`src/teleop_deadman_estop_controller_macros.svh`:
```
// Assertion macros shared by the teleop controller RTL.
// Expects clk_i and rst_ni in the scope where a macro is used.
`ifndef TELEOP_DEADMAN_ESTOP_CONTROLLER_MACROS_SVH
`define TELEOP_DEADMAN_ESTOP_CONTROLLER_MACROS_SVH

// Checked only outside reset.
`define TDESC_ASSERT(lbl, prop, msg) \
  lbl: assert property (@(posedge clk_i) disable iff (!rst_ni) prop) else $error(msg);

// Checked at every edge, reset included.
`define TDESC_ASSERT_ALWAYS(lbl, prop, msg) \
  lbl: assert property (@(posedge clk_i) prop) else $error(msg);

`endif

```
`src/tdesc_pkg.sv`:
```
// Shared types and constants for the teleop deadman / e-stop controller.
// No dependencies; used by tdesc_decode and the top level.
package tdesc_pkg;

  typedef enum logic [2:0] {
    INTENT_NONE    = 3'd0,
    INTENT_MOTION  = 3'd1,
    INTENT_SOFT    = 3'd2,
    INTENT_ESTOP   = 3'd3,
    INTENT_RESET   = 3'd4,
    INTENT_EXIT    = 3'd5,
    INTENT_DEADMAN = 3'd6,
    INTENT_BLOCKED = 3'd7
  } intent_e;

  // Configuration register indexes.
  localparam logic [2:0] CFG_FWD_SPEED  = 3'd0;
  localparam logic [2:0] CFG_TURN_SPEED = 3'd1;
  localparam logic [2:0] CFG_FWD_LIMIT  = 3'd2;
  localparam logic [2:0] CFG_TURN_LIMIT = 3'd3;
  localparam logic [2:0] CFG_HOLD_TMO   = 3'd4;

  localparam logic [14:0] SPEED_RESET = 15'd0;
  localparam logic [14:0] LIMIT_RESET = 15'd32767;
  localparam logic [15:0] HOLD_RESET  = 16'd500;

  // Lower-case key bytes after folding, plus space and the upper-case fold range bounds.
  localparam logic [7:0] KEY_X     = 8'h78;
  localparam logic [7:0] KEY_R     = 8'h72;
  localparam logic [7:0] KEY_Q     = 8'h71;
  localparam logic [7:0] KEY_SPACE = 8'h20;
  localparam logic [7:0] KEY_W     = 8'h77;
  localparam logic [7:0] KEY_S     = 8'h73;
  localparam logic [7:0] KEY_A     = 8'h61;
  localparam logic [7:0] KEY_D     = 8'h64;
  localparam logic [7:0] KEY_UPPER_A = 8'h41;
  localparam logic [7:0] KEY_UPPER_Z = 8'h5A;

  typedef struct packed {
    logic [14:0] fwd_speed;
    logic [14:0] turn_speed;
    logic [14:0] fwd_limit;
    logic [14:0] turn_limit;
    logic [15:0] hold_tmo;
  } cfg_t;

  typedef struct packed {
    logic        estop;
    logic        moving;
    logic [15:0] lin;
    logic [15:0] ang;
    logic [31:0] last_time;
  } state_t;

  typedef struct packed {
    intent_e     intent;
    logic [15:0] lin;
    logic [15:0] ang;
    logic        known;
    logic        latched;
  } res_t;

endpackage

```
`src/tdesc_decode.sv`:
```
// Single-pass decode of one key or tick beat against the current controller state.
// Depends on tdesc_pkg for the config, state and result types.
module tdesc_decode (
  input  logic             mode_i,
  input  logic [7:0]       key_code_i,
  input  logic [31:0]      time_ms_i,
  input  tdesc_pkg::cfg_t   cfg_i,
  input  tdesc_pkg::state_t st_i,
  output tdesc_pkg::state_t st_o,
  output tdesc_pkg::res_t   res_o
);
  import tdesc_pkg::*;

  logic [7:0]  key_fold;
  logic [31:0] elapsed;
  logic        timed_out;
  logic [14:0] lin_mag;
  logic [14:0] ang_mag;
  logic        is_motion;
  intent_e     intent;
  logic        known;

  assign key_fold  = (key_code_i >= KEY_UPPER_A && key_code_i <= KEY_UPPER_Z) ?
                     (key_code_i | 8'h20) : key_code_i;
  // Wrapping difference, so a counter rollover between motion and tick is harmless.
  assign elapsed   = time_ms_i - st_i.last_time;
  assign timed_out = st_i.moving && (elapsed >= {16'd0, cfg_i.hold_tmo});
  assign lin_mag   = (cfg_i.fwd_speed < cfg_i.fwd_limit) ? cfg_i.fwd_speed : cfg_i.fwd_limit;
  assign ang_mag   = (cfg_i.turn_speed < cfg_i.turn_limit) ? cfg_i.turn_speed : cfg_i.turn_limit;
  assign is_motion = (key_fold == KEY_W) || (key_fold == KEY_S) ||
                     (key_fold == KEY_A) || (key_fold == KEY_D);

  always_comb begin
    st_o   = st_i;
    intent = INTENT_NONE;
    known  = 1'b0;
    if (mode_i) begin
      if (timed_out) begin
        st_o.lin    = 16'd0;
        st_o.ang    = 16'd0;
        st_o.moving = 1'b0;
        intent      = INTENT_DEADMAN;
        known       = 1'b1;
      end
    end else begin
      priority if (key_fold == KEY_X) begin
        st_o.estop  = 1'b1;
        st_o.lin    = 16'd0;
        st_o.ang    = 16'd0;
        st_o.moving = 1'b0;
        intent      = INTENT_ESTOP;
        known       = 1'b1;
      end else if (key_fold == KEY_R) begin
        st_o.estop  = 1'b0;
        st_o.lin    = 16'd0;
        st_o.ang    = 16'd0;
        st_o.moving = 1'b0;
        intent      = INTENT_RESET;
        known       = 1'b1;
      end else if (key_fold == KEY_Q || key_code_i == KEY_SPACE) begin
        st_o.lin    = 16'd0;
        st_o.ang    = 16'd0;
        st_o.moving = 1'b0;
        intent      = (key_fold == KEY_Q) ? INTENT_EXIT : INTENT_SOFT;
        known       = 1'b1;
      end else if (is_motion && st_i.estop) begin
        st_o.lin    = 16'd0;
        st_o.ang    = 16'd0;
        st_o.moving = 1'b0;
        intent      = INTENT_BLOCKED;
        known       = 1'b1;
      end else if (is_motion) begin
        st_o.moving    = 1'b1;
        st_o.last_time = time_ms_i;
        st_o.lin       = 16'd0;
        st_o.ang       = 16'd0;
        intent         = INTENT_MOTION;
        known          = 1'b1;
        if (key_fold == KEY_W) begin
          st_o.lin = {1'b0, lin_mag};
        end else if (key_fold == KEY_S) begin
          st_o.lin = 16'd0 - {1'b0, lin_mag};
        end else if (key_fold == KEY_A) begin
          st_o.ang = {1'b0, ang_mag};
        end else begin
          st_o.ang = 16'd0 - {1'b0, ang_mag};
        end
      end else begin
        intent = INTENT_NONE;
        known  = 1'b0;
      end
    end
  end

  assign res_o.intent  = intent;
  assign res_o.lin     = st_o.lin;
  assign res_o.ang     = st_o.ang;
  assign res_o.known   = known;
  assign res_o.latched = st_o.estop;

endmodule

```
`src/teleop_deadman_estop_controller.sv`:
```
// Top level of the teleop key decoder with e-stop latch and deadman timer.
// Depends on tdesc_pkg, tdesc_decode and the shared assertion macro header.
//
// Every input beat (a key event or a deadman tick, with a millisecond timestamp)
// gives exactly one registered result beat. The decode is a single pass of compare
// and select logic plus one 32-bit subtract/compare for the deadman check, so a new
// beat is taken every cycle while the skid register is empty. Results leave through an
// output register backed by a one-entry skid register; s_axis_tready depends only
// on the skid register, so up to two results may wait for the downstream side
// before input stalls. Configuration writes take effect on the next beat.
`include "teleop_deadman_estop_controller_macros.svh"

module teleop_deadman_estop_controller (
  input  logic        clk_i,
  input  logic        rst_ni,
  input  logic        cfg_we_i,
  input  logic [2:0]  cfg_idx_i,
  input  logic [15:0] cfg_data_i,
  input  logic        s_axis_tvalid,
  output logic        s_axis_tready,
  input  logic [39:0] s_axis_tdata,   // key_code [7:0], time_ms [39:8]
  input  logic        s_axis_tuser,   // mode (0 key, 1 tick)
  output logic        m_axis_tvalid,
  input  logic        m_axis_tready,
  output logic [39:0] m_axis_tdata,   // lin_cmd [15:0], ang_cmd [31:16],
                                      // key_known [32], stop_latched [33], zero [39:34]
  output logic [2:0]  m_axis_tuser    // intent_code
);
  import tdesc_pkg::*;

  cfg_t   cfg_q;
  state_t st_q;
  state_t st_d;
  res_t   res;
  res_t   out_q;
  res_t   skid_q;
  logic   out_valid_q;
  logic   skid_valid_q;
  logic   accept;
  logic   pop;

  assign s_axis_tready = !skid_valid_q;
  assign accept        = s_axis_tvalid && s_axis_tready;
  assign pop           = out_valid_q && m_axis_tready;

  tdesc_decode u_decode (
    .mode_i     (s_axis_tuser),
    .key_code_i (s_axis_tdata[7:0]),
    .time_ms_i  (s_axis_tdata[39:8]),
    .cfg_i      (cfg_q),
    .st_i       (st_q),
    .st_o       (st_d),
    .res_o      (res)
  );

  always_ff @(posedge clk_i or negedge rst_ni) begin
    if (!rst_ni) begin
      cfg_q.fwd_speed  <= SPEED_RESET;
      cfg_q.turn_speed <= SPEED_RESET;
      cfg_q.fwd_limit  <= LIMIT_RESET;
      cfg_q.turn_limit <= LIMIT_RESET;
      cfg_q.hold_tmo   <= HOLD_RESET;
    end else if (cfg_we_i) begin
      unique case (cfg_idx_i)
        CFG_FWD_SPEED:  cfg_q.fwd_speed  <= cfg_data_i[14:0];
        CFG_TURN_SPEED: cfg_q.turn_speed <= cfg_data_i[14:0];
        CFG_FWD_LIMIT:  cfg_q.fwd_limit  <= cfg_data_i[14:0];
        CFG_TURN_LIMIT: cfg_q.turn_limit <= cfg_data_i[14:0];
        CFG_HOLD_TMO:   cfg_q.hold_tmo   <= cfg_data_i;
        default: begin
        end
      endcase
    end
  end

  always_ff @(posedge clk_i or negedge rst_ni) begin
    if (!rst_ni) begin
      st_q <= '0;
    end else if (accept) begin
      st_q <= st_d;
    end
  end

  // Output register plus skid: a beat taken while the output is stalled parks in skid.
  always_ff @(posedge clk_i or negedge rst_ni) begin
    if (!rst_ni) begin
      out_valid_q  <= 1'b0;
      skid_valid_q <= 1'b0;
    end else if (skid_valid_q) begin
      if (pop) begin
        skid_valid_q <= 1'b0;
      end
    end else if (accept) begin
      if (out_valid_q && !m_axis_tready) begin
        skid_valid_q <= 1'b1;
      end else begin
        out_valid_q <= 1'b1;
      end
    end else if (pop) begin
      out_valid_q <= 1'b0;
    end
  end

  always_ff @(posedge clk_i) begin
    if (skid_valid_q) begin
      if (pop) begin
        out_q <= skid_q;
      end
    end else if (accept) begin
      if (out_valid_q && !m_axis_tready) begin
        skid_q <= res;
      end else begin
        out_q <= res;
      end
    end
  end

  assign m_axis_tvalid = out_valid_q;
  assign m_axis_tuser  = out_q.intent;
  assign m_axis_tdata  = {6'd0, out_q.latched, out_q.known, out_q.ang, out_q.lin};

  `TDESC_ASSERT_ALWAYS(a_skid_implies_out, skid_valid_q |-> out_valid_q, "skid full with output empty")
  `TDESC_ASSERT_ALWAYS(a_idle_zero_vel, !st_q.moving |-> (st_q.lin == 16'd0 && st_q.ang == 16'd0), "velocity held while not moving")
  `TDESC_ASSERT(a_estop_latches, (accept && res.intent == INTENT_ESTOP) |=> st_q.estop, "estop key did not set the latch")
  `TDESC_ASSERT(a_motion_unlatched, (out_valid_q && out_q.intent == INTENT_MOTION) |-> !out_q.latched, "motion reported while latched")
  `TDESC_ASSERT(a_stall_holds_out, (out_valid_q && !m_axis_tready) |=> (out_valid_q && $stable(out_q)), "stalled result changed")

endmodule
```
`config.mk`:
```
export PLATFORM = sky130hd
export DESIGN_NAME = teleop_deadman_estop_controller
export DESIGN_NICKNAME = d
export VERILOG_FILES = /design/src/tdesc_pkg.sv /design/src/tdesc_decode.sv /design/src/teleop_deadman_estop_controller.sv
export VERILOG_INCLUDE_DIRS = /design/src /design/src/src
export SDC_FILE = /design/constraint.sdc
export NUM_CORES = 1
export LEC_CHECK = 0
export BUFFER_PORTS_ARGS = -buffer_cell sky130_fd_sc_hd__buf_4
export CORE_ASPECT_RATIO = 1.1
export CORE_MARGIN = 2
export CORE_UTILIZATION = 50
export CTS_CLUSTER_SIZE = 16
export DETAILED_ROUTE_END_ITERATION = 16
export PLACE_DENSITY_LB_ADDON = 0.3
export SLEW_MARGIN = 20
export SYNTH_ARGS = -nofsm -noshare
export SYNTH_HDL_FRONTEND = slang
export SYNTH_HIERARCHICAL = 1
export SYNTH_SLANG_ARGS = --single-unit
```
`constraint.sdc`:
```
create_clock -name clk_i -period 6.1 [get_ports clk_i]
set_input_delay 1.22 -clock clk_i [delete_from_list [all_inputs] [get_ports clk_i]]
set_output_delay 1.22 -clock clk_i [all_outputs]
set_load 0.05 [all_outputs]
```
Word-level counts from Yosys, hierarchy flattened
Cells that the tools add are included.
- word-level logic and storage cells: 121
- input port bits: 65
- register bits: 218
- add/subtract/negate cells: 3
- order comparisons: 5
- bitwise gates (word level): 6
- reduce and logical (&&, ||, !) cells: 26
- muxes and demuxes: 43
- equality and inequality tests: 16
- operator list (operator ; count):
    33-bit two-way mux ; 5
    37-bit two-way mux ; 4
    16-bit two-way mux ; 5
    65-bit two-way mux ; 1
    8-bit by 7-bit equality test with 1-bit output (second input constant) ; 7
    34-bit two-way mux ; 1
    32-bit by 16-bit >= comparator with 1-bit output ; 1
    1-bit by 15-bit subtractor with 16-bit output (first input constant) ; 2
    32-bit subtractor ; 1
    15-bit < comparator ; 2
    15-bit two-way mux ; 2
    3-bit two-way mux ; 7
    1-bit two-way mux ; 17
    3-bit AND reduction ; 4
    2-bit AND reduction ; 5
    8-bit by 6-bit equality test with 1-bit output (second input constant) ; 1
    8-bit by 7-bit >= comparator with 1-bit output (second input constant) ; 1
    8-bit by 7-bit <= comparator with 1-bit output (second input constant) ; 1
    7-bit AND reduction ; 1
    3-bit by 2-bit equality test with 1-bit output (second input constant) ; 2
    1-bit logical AND ; 6
    6-bit two-way mux ; 1
    1-bit inverter ; 6
    6-bit nonzero test ; 1
    other kinds (8) ; 15

Logic depth before layout (Yosys ltp)
- word-level depth: 16
- gate-level depth with buffers: 24
- gate-level depth less buffers: 22

By module
Netlist, hierarchy kept.
- modules (own cells, without submodules) (module ; cells an instance ; area each (um^2) ; instances ; sequential area each (um^2)):
    teleop_deadman_estop_controller ; 440 ; 8370.5 ; 1 ; 5870.6
    tdesc_decode ; 857 ; 5796.8 ; 1 ; 0.0

Worst setup path after synthesis
OpenSTA, ideal clock, no wires.
- kind: input to register
- start: input port s_axis_tdata[11]
- end: register out_q (netlist bit m_axis_tdata[32]) (data pin)
- stages: 23
- setup slack: 0.667 ns
- path buffers: 2
- library setup time: 0.260 ns
- data required time: 5.840 ns
- data arrival time: 5.173 ns
- path through: ha_1 -> and2_1 -> a221oi_2 -> nand2_1 -> and2_1 -> o21ai_0 -> nand2b_1 -> nand3_1 -> nand2_1 -> xor2_1 -> ha_1 -> a21oi_1 -> o21ai_0 -> a211oi_1 -> o21ai_0 -> a221oi_2 -> nand4_1 -> nor4b_2 -> a311o_2 -> buf_6 -> inv_1 -> buf_4 -> mux2_2
- word-level cells in the longest chain between the ends: 8
- ends and longest elaborated chain (item ; RTL line ; RTL):
    start, declared ; teleop_deadman_estop_controller.sv:21 ; input logic [39:0] s_axis_tdata,
    32-bit subtractor ; tdesc_decode.sv:26 ; assign elapsed = time_ms_i - st_i.last_time;
    32-bit by 16-bit >= comparator with 1-bit output ; tdesc_decode.sv:27 ; assign timed_out = st_i.moving && (elapsed >= {16'd0, cfg_i.hold_tmo});
    1-bit logical AND ; tdesc_decode.sv:27 ;
    1-bit two-way mux ; tdesc_decode.sv:38 ; if (timed_out) begin
    1-bit two-way mux ; tdesc_decode.sv:37 ; if (mode_i) begin
    via u_decode.known ; tdesc_decode.sv:21 ; logic known;
    37-bit two-way mux ; teleop_deadman_estop_controller.sv:110 ; if (out_valid_q && !m_axis_tready) begin
    37-bit two-way mux ; teleop_deadman_estop_controller.sv:109 ; end else if (accept) begin
    37-bit two-way mux ; teleop_deadman_estop_controller.sv:105 ; if (skid_valid_q) begin
    end signal, assigned ; teleop_deadman_estop_controller.sv:107 ; out_q <= skid_q;
    end signal, assigned ; teleop_deadman_estop_controller.sv:113 ; out_q <= res;
    end, declared ; teleop_deadman_estop_controller.sv:35 ; res_t out_q;
The timed path passes the listed nets, and every way through them passes these cells. The select of a mux whose other input is x is not followed.
A chain may end at the register's enable or synchronous reset.

==> results.yml <==
setup_path:
  path_cells: "buf_4, ha_1, and2_1, a221oi_2, nand2_1, and2_1, o21ai_0, nand2b_1, nand3_1, nand2_1, xor2_1, ha_1, a21oi_1, o21ai_0, a211oi_1, o21ai_0, a221oi_2, nand4_1, nor4b_2, buf_4, a311o_2, buf_12, a22o_1, mux2_2"
  critPathBufInv: 3
  critPathTopFamily: "compound AO/OA/AOI/OAI gates"
  worst_path_most_repeated_cell: "o21ai_0"
  start_kind: "input port"
  slowest_delay_ns: 0.35
  crit_path_max_fanout: 23
  cp_data_required_time_ns: 6.49
  critPathSlowestCell: "ha_1"
  worstSetupEndpointType: "flop"
  arrival_ns: 5.76
  path_class: "input port to flop"
yosys:
  synth_compound_area_share_pct: 11.7
  synthMuxAreaShare_pct: 18.8
  synthSimpleGateAreaFrac_pct: 10.1
  synth_area_um2: 14200
  netlist_instances: 1297
  synth_edf_count: 74
  yosys_most_used_dff: "dfrtp_1"
  synth_top_cell_area_share_pct: 19.1
  synth_largest_area_cell: "dfrtp_1"
  synthAdderAreaFrac_pct: 6.94
  ys_ff_latch: 218
  yosysUniqueCellTypes: 76
  yosysSeqAreaShare_pct: 41.4
  syn_avg_cell_area_um2: 10.9
  synth_top_family_by_area: "multiplexers"
  synthTopCellsByArea: "dfrtp_1, edfxtp_1, mux2_2"
  synthXorXnorAreaFrac_pct: 4.08
  async_flop_share_pct: 66.1
  yosysMostFrequentCell: "mux2_2"
  ys_warn_count: 6
  synth_common_cells: "mux2_2, dfrtp_1, inv_1, ha_1"
floorplanning:
  core_um2: 27900
  die-area_um2: 29700
  die_x_um: 164
  ioPinCount: 110
  start_util_pct: 50.8
  die_h_um: 181
  rows: 64
placed_design:
  post_dp_cell_area_um2: 14900
  pre_cts_ws_ns: 0.281
  io_buffers: 103
  dp_hpwl_um: 22400
  finalWeightedCongestion: 0.917
clock_network:
  cts_tree: "done"
  cts_buffer_depth: 3
  post_cts_buffers: 0
  htreeDepth: 1
  clk_latency_ns: 0.52
  cts_buffers: 24
  cts_hold_buffers: 0
  root_buffer: "clkbuf_16"
  clkSinkCount: 218
  path_clk_slew_ns: 0.06
  cts_resized: 0
status:
  outcome: "completed"
cells_and_area:
  layout-drive-gt1-share_pct: 31.0
  area_growth_pct: 10.8
  design_area_um2: 15700
  final_nets: 1489
  num_antenna_cells: 0
run:
  cap_violations: 0
global_route:
  grt_pass1_vias: 9692
  grt_max_degree: 61
  antenna_found_initial: 0
  grt_usage_pct: 21.1
  grt_overflow_total: 0
  grt_first_pass_wirelength_um: 50900
sta:
  min_period_ns: 5.37
  worst_slack_ns: 0.731
  whs_ns: 0.508
  worstMarginPinSlew_ns: 1.02
  finalHoldViolCount: 0
  rsz0062_at_grt: "false"
  slew_violations: 0
  setup_viol: 0
  finalCritPeriodShare_pct: 88.0
  finalClockSkew_ns: 0.0126
  slew_headroom_pct: 31.5
  fmax_mhz: 186
  tns_ns: 0
min_path:
  min_path_type: "flop to flop"
drt:
  first_pass_iters: 5
  vias_per_cell: 5.68
  drt-initial-drc-count: 688
  vias: 9806
  drc: 0
  ant_nets: 0
  finalWirelength_um: 31200
  routedWlPerCell_um: 18.1
power_and_ir_drop:
  pwr_density_cell_nw_per_um2: 432
  leakage_nw: 6.87
  vdd_drop_max_mv: 0.373
## where the power goes
part | switching [mW] | internal, mW
clock | 0.589 | 0.880
combinational | 1.82 | 1.27
sequential | 0.256 | 1.97
total | 2.66 | 4.12
## path summary, 6_finish.rpt
check / start / to / slack [ns] / depth (start not counted)
min in group asynchronous: rst_ni / st_q[2]$_DFFE_PN0P_ / 0.69 / 1
max in group asynchronous: rst_ni / skid_valid_q$_DFF_PN0_ / 4.33 / 2
worst max-delay path: s_axis_tdata[12] / m_axis_tdata[20]$_DFFE_PP_ / 0.73 / 24
worst min register to register: cfg_q[15]$_DFFE_PN0P_ / cfg_q[15]$_DFFE_PN0P_ / 0.51 / 1
worst max register to register: st_q[4]$_DFFE_PN0P_ / m_axis_tdata[20]$_DFFE_PP_ / 1.17 / 24
worst min-delay path: cfg_q[15]$_DFFE_PN0P_ / cfg_q[15]$_DFFE_PN0P_ / 0.51 / 1
## routing by layer
metal / up-vias / share of wire (%) / global-route usage [%]
li1: 4772 / - / -
met1: 4785 / 46 / 29.5
met2: 217 / 48 / 35.1
met3: 32 / 4.9 / 3.13
met4: 0 / 1.3 / 4.14
met5: - / 0 / 0
## sequential cells by signal, indices dropped and copies added, names as in the netlist
name / count
cfg_q: 76
m_axis_tdata: 34
m_axis_tuser: 3
m_axis_tvalid: 1
skid_q: 37
skid_valid_q: 1
st_q: 66
## per-stage QoR
| step | total power, mW | instances | utilization (%) |
|---|---|---|---|
| 6_report | 6.78 | 1727 | 56.4 |
| 5_1_grt | 7.23 | 1727 | 56.4 |
| 4_1_cts | 6.83 | 1727 | 56.4 |
| 3_5_place_dp | 5.33 | 1683 | 53.4 |
| 3_3_place_gp | 5.26 | 1683 | 53.4 |
| 2_1_floorplan | 4.58 | 1302 | - |
## cell families (layout without fill, tap and decap cells)
logic type / Yosys count / in the layout
AOI/OAI and AO/OA: 246 / 246
buffers and inverters: 183 / 245
and+or+nand+nor: 277 / 277
other: 1 / 6
muxes: 228 / 228
DFF: 218 / 218
xor gates and xnor gates: 66 / 66
adders and majority gates: 78 / 78
## layout by cell type, fill, tap and decap left out, types with 5 or more instances in the layout
| cell | netlist | final |
|---|---|---|
| edfxtp_1 | 74 | 74 |
| xor2_1 | 24 | 24 |
| or3_1 | 8 | 8 |
| mux2i_1 | 16 | 16 |
| nand2b_1 | 9 | 9 |
| inv_1 | 86 | 86 |
| a21o_1 | 20 | 20 |
| xnor2_1 | 42 | 42 |
| buf_4 | 42 | 113 |
| nor2_1 | 71 | 70 |
| and2_1 | 5 | 5 |
| mux2_4 | 30 | 30 |
| o211ai_1 | 11 | 11 |
| a22o_1 | 28 | 28 |
| clkbuf_8 | 0 | 5 |
| clkbuf_1 | 25 | 5 |
| dfrtp_1 | 108 | 107 |
| nand3_1 | 17 | 17 |
| nand2_1 | 65 | 65 |
| ha_1 | 77 | 77 |
| o21a_1 | 8 | 8 |
| nor4_1 | 16 | 16 |
| nor2b_1 | 10 | 9 |
| mux2_2 | 182 | 182 |
| conb_1 | 1 | 6 |
| a211oi_1 | 8 | 8 |
| and3_1 | 11 | 11 |
| nand4_1 | 22 | 22 |
| dfstp_2 | 36 | 36 |
| nor3_1 | 20 | 20 |
| a21oi_1 | 74 | 73 |
| clkbuf_16 | 0 | 26 |
| o21ai_0 | 45 | 45 |
| a31oi_1 | 10 | 10 |
## cell type report
class	count	area, µm²
repair buffers	115	880
well taps	363	454
multi-input cells	901	7360
flip-flops and latches	218	5870
fillers	2399	12200
inverters	86	323
clock inverters	8	78.8
clock buffers	36	738
No activity file was read; power rests on OpenSTA's default activity.
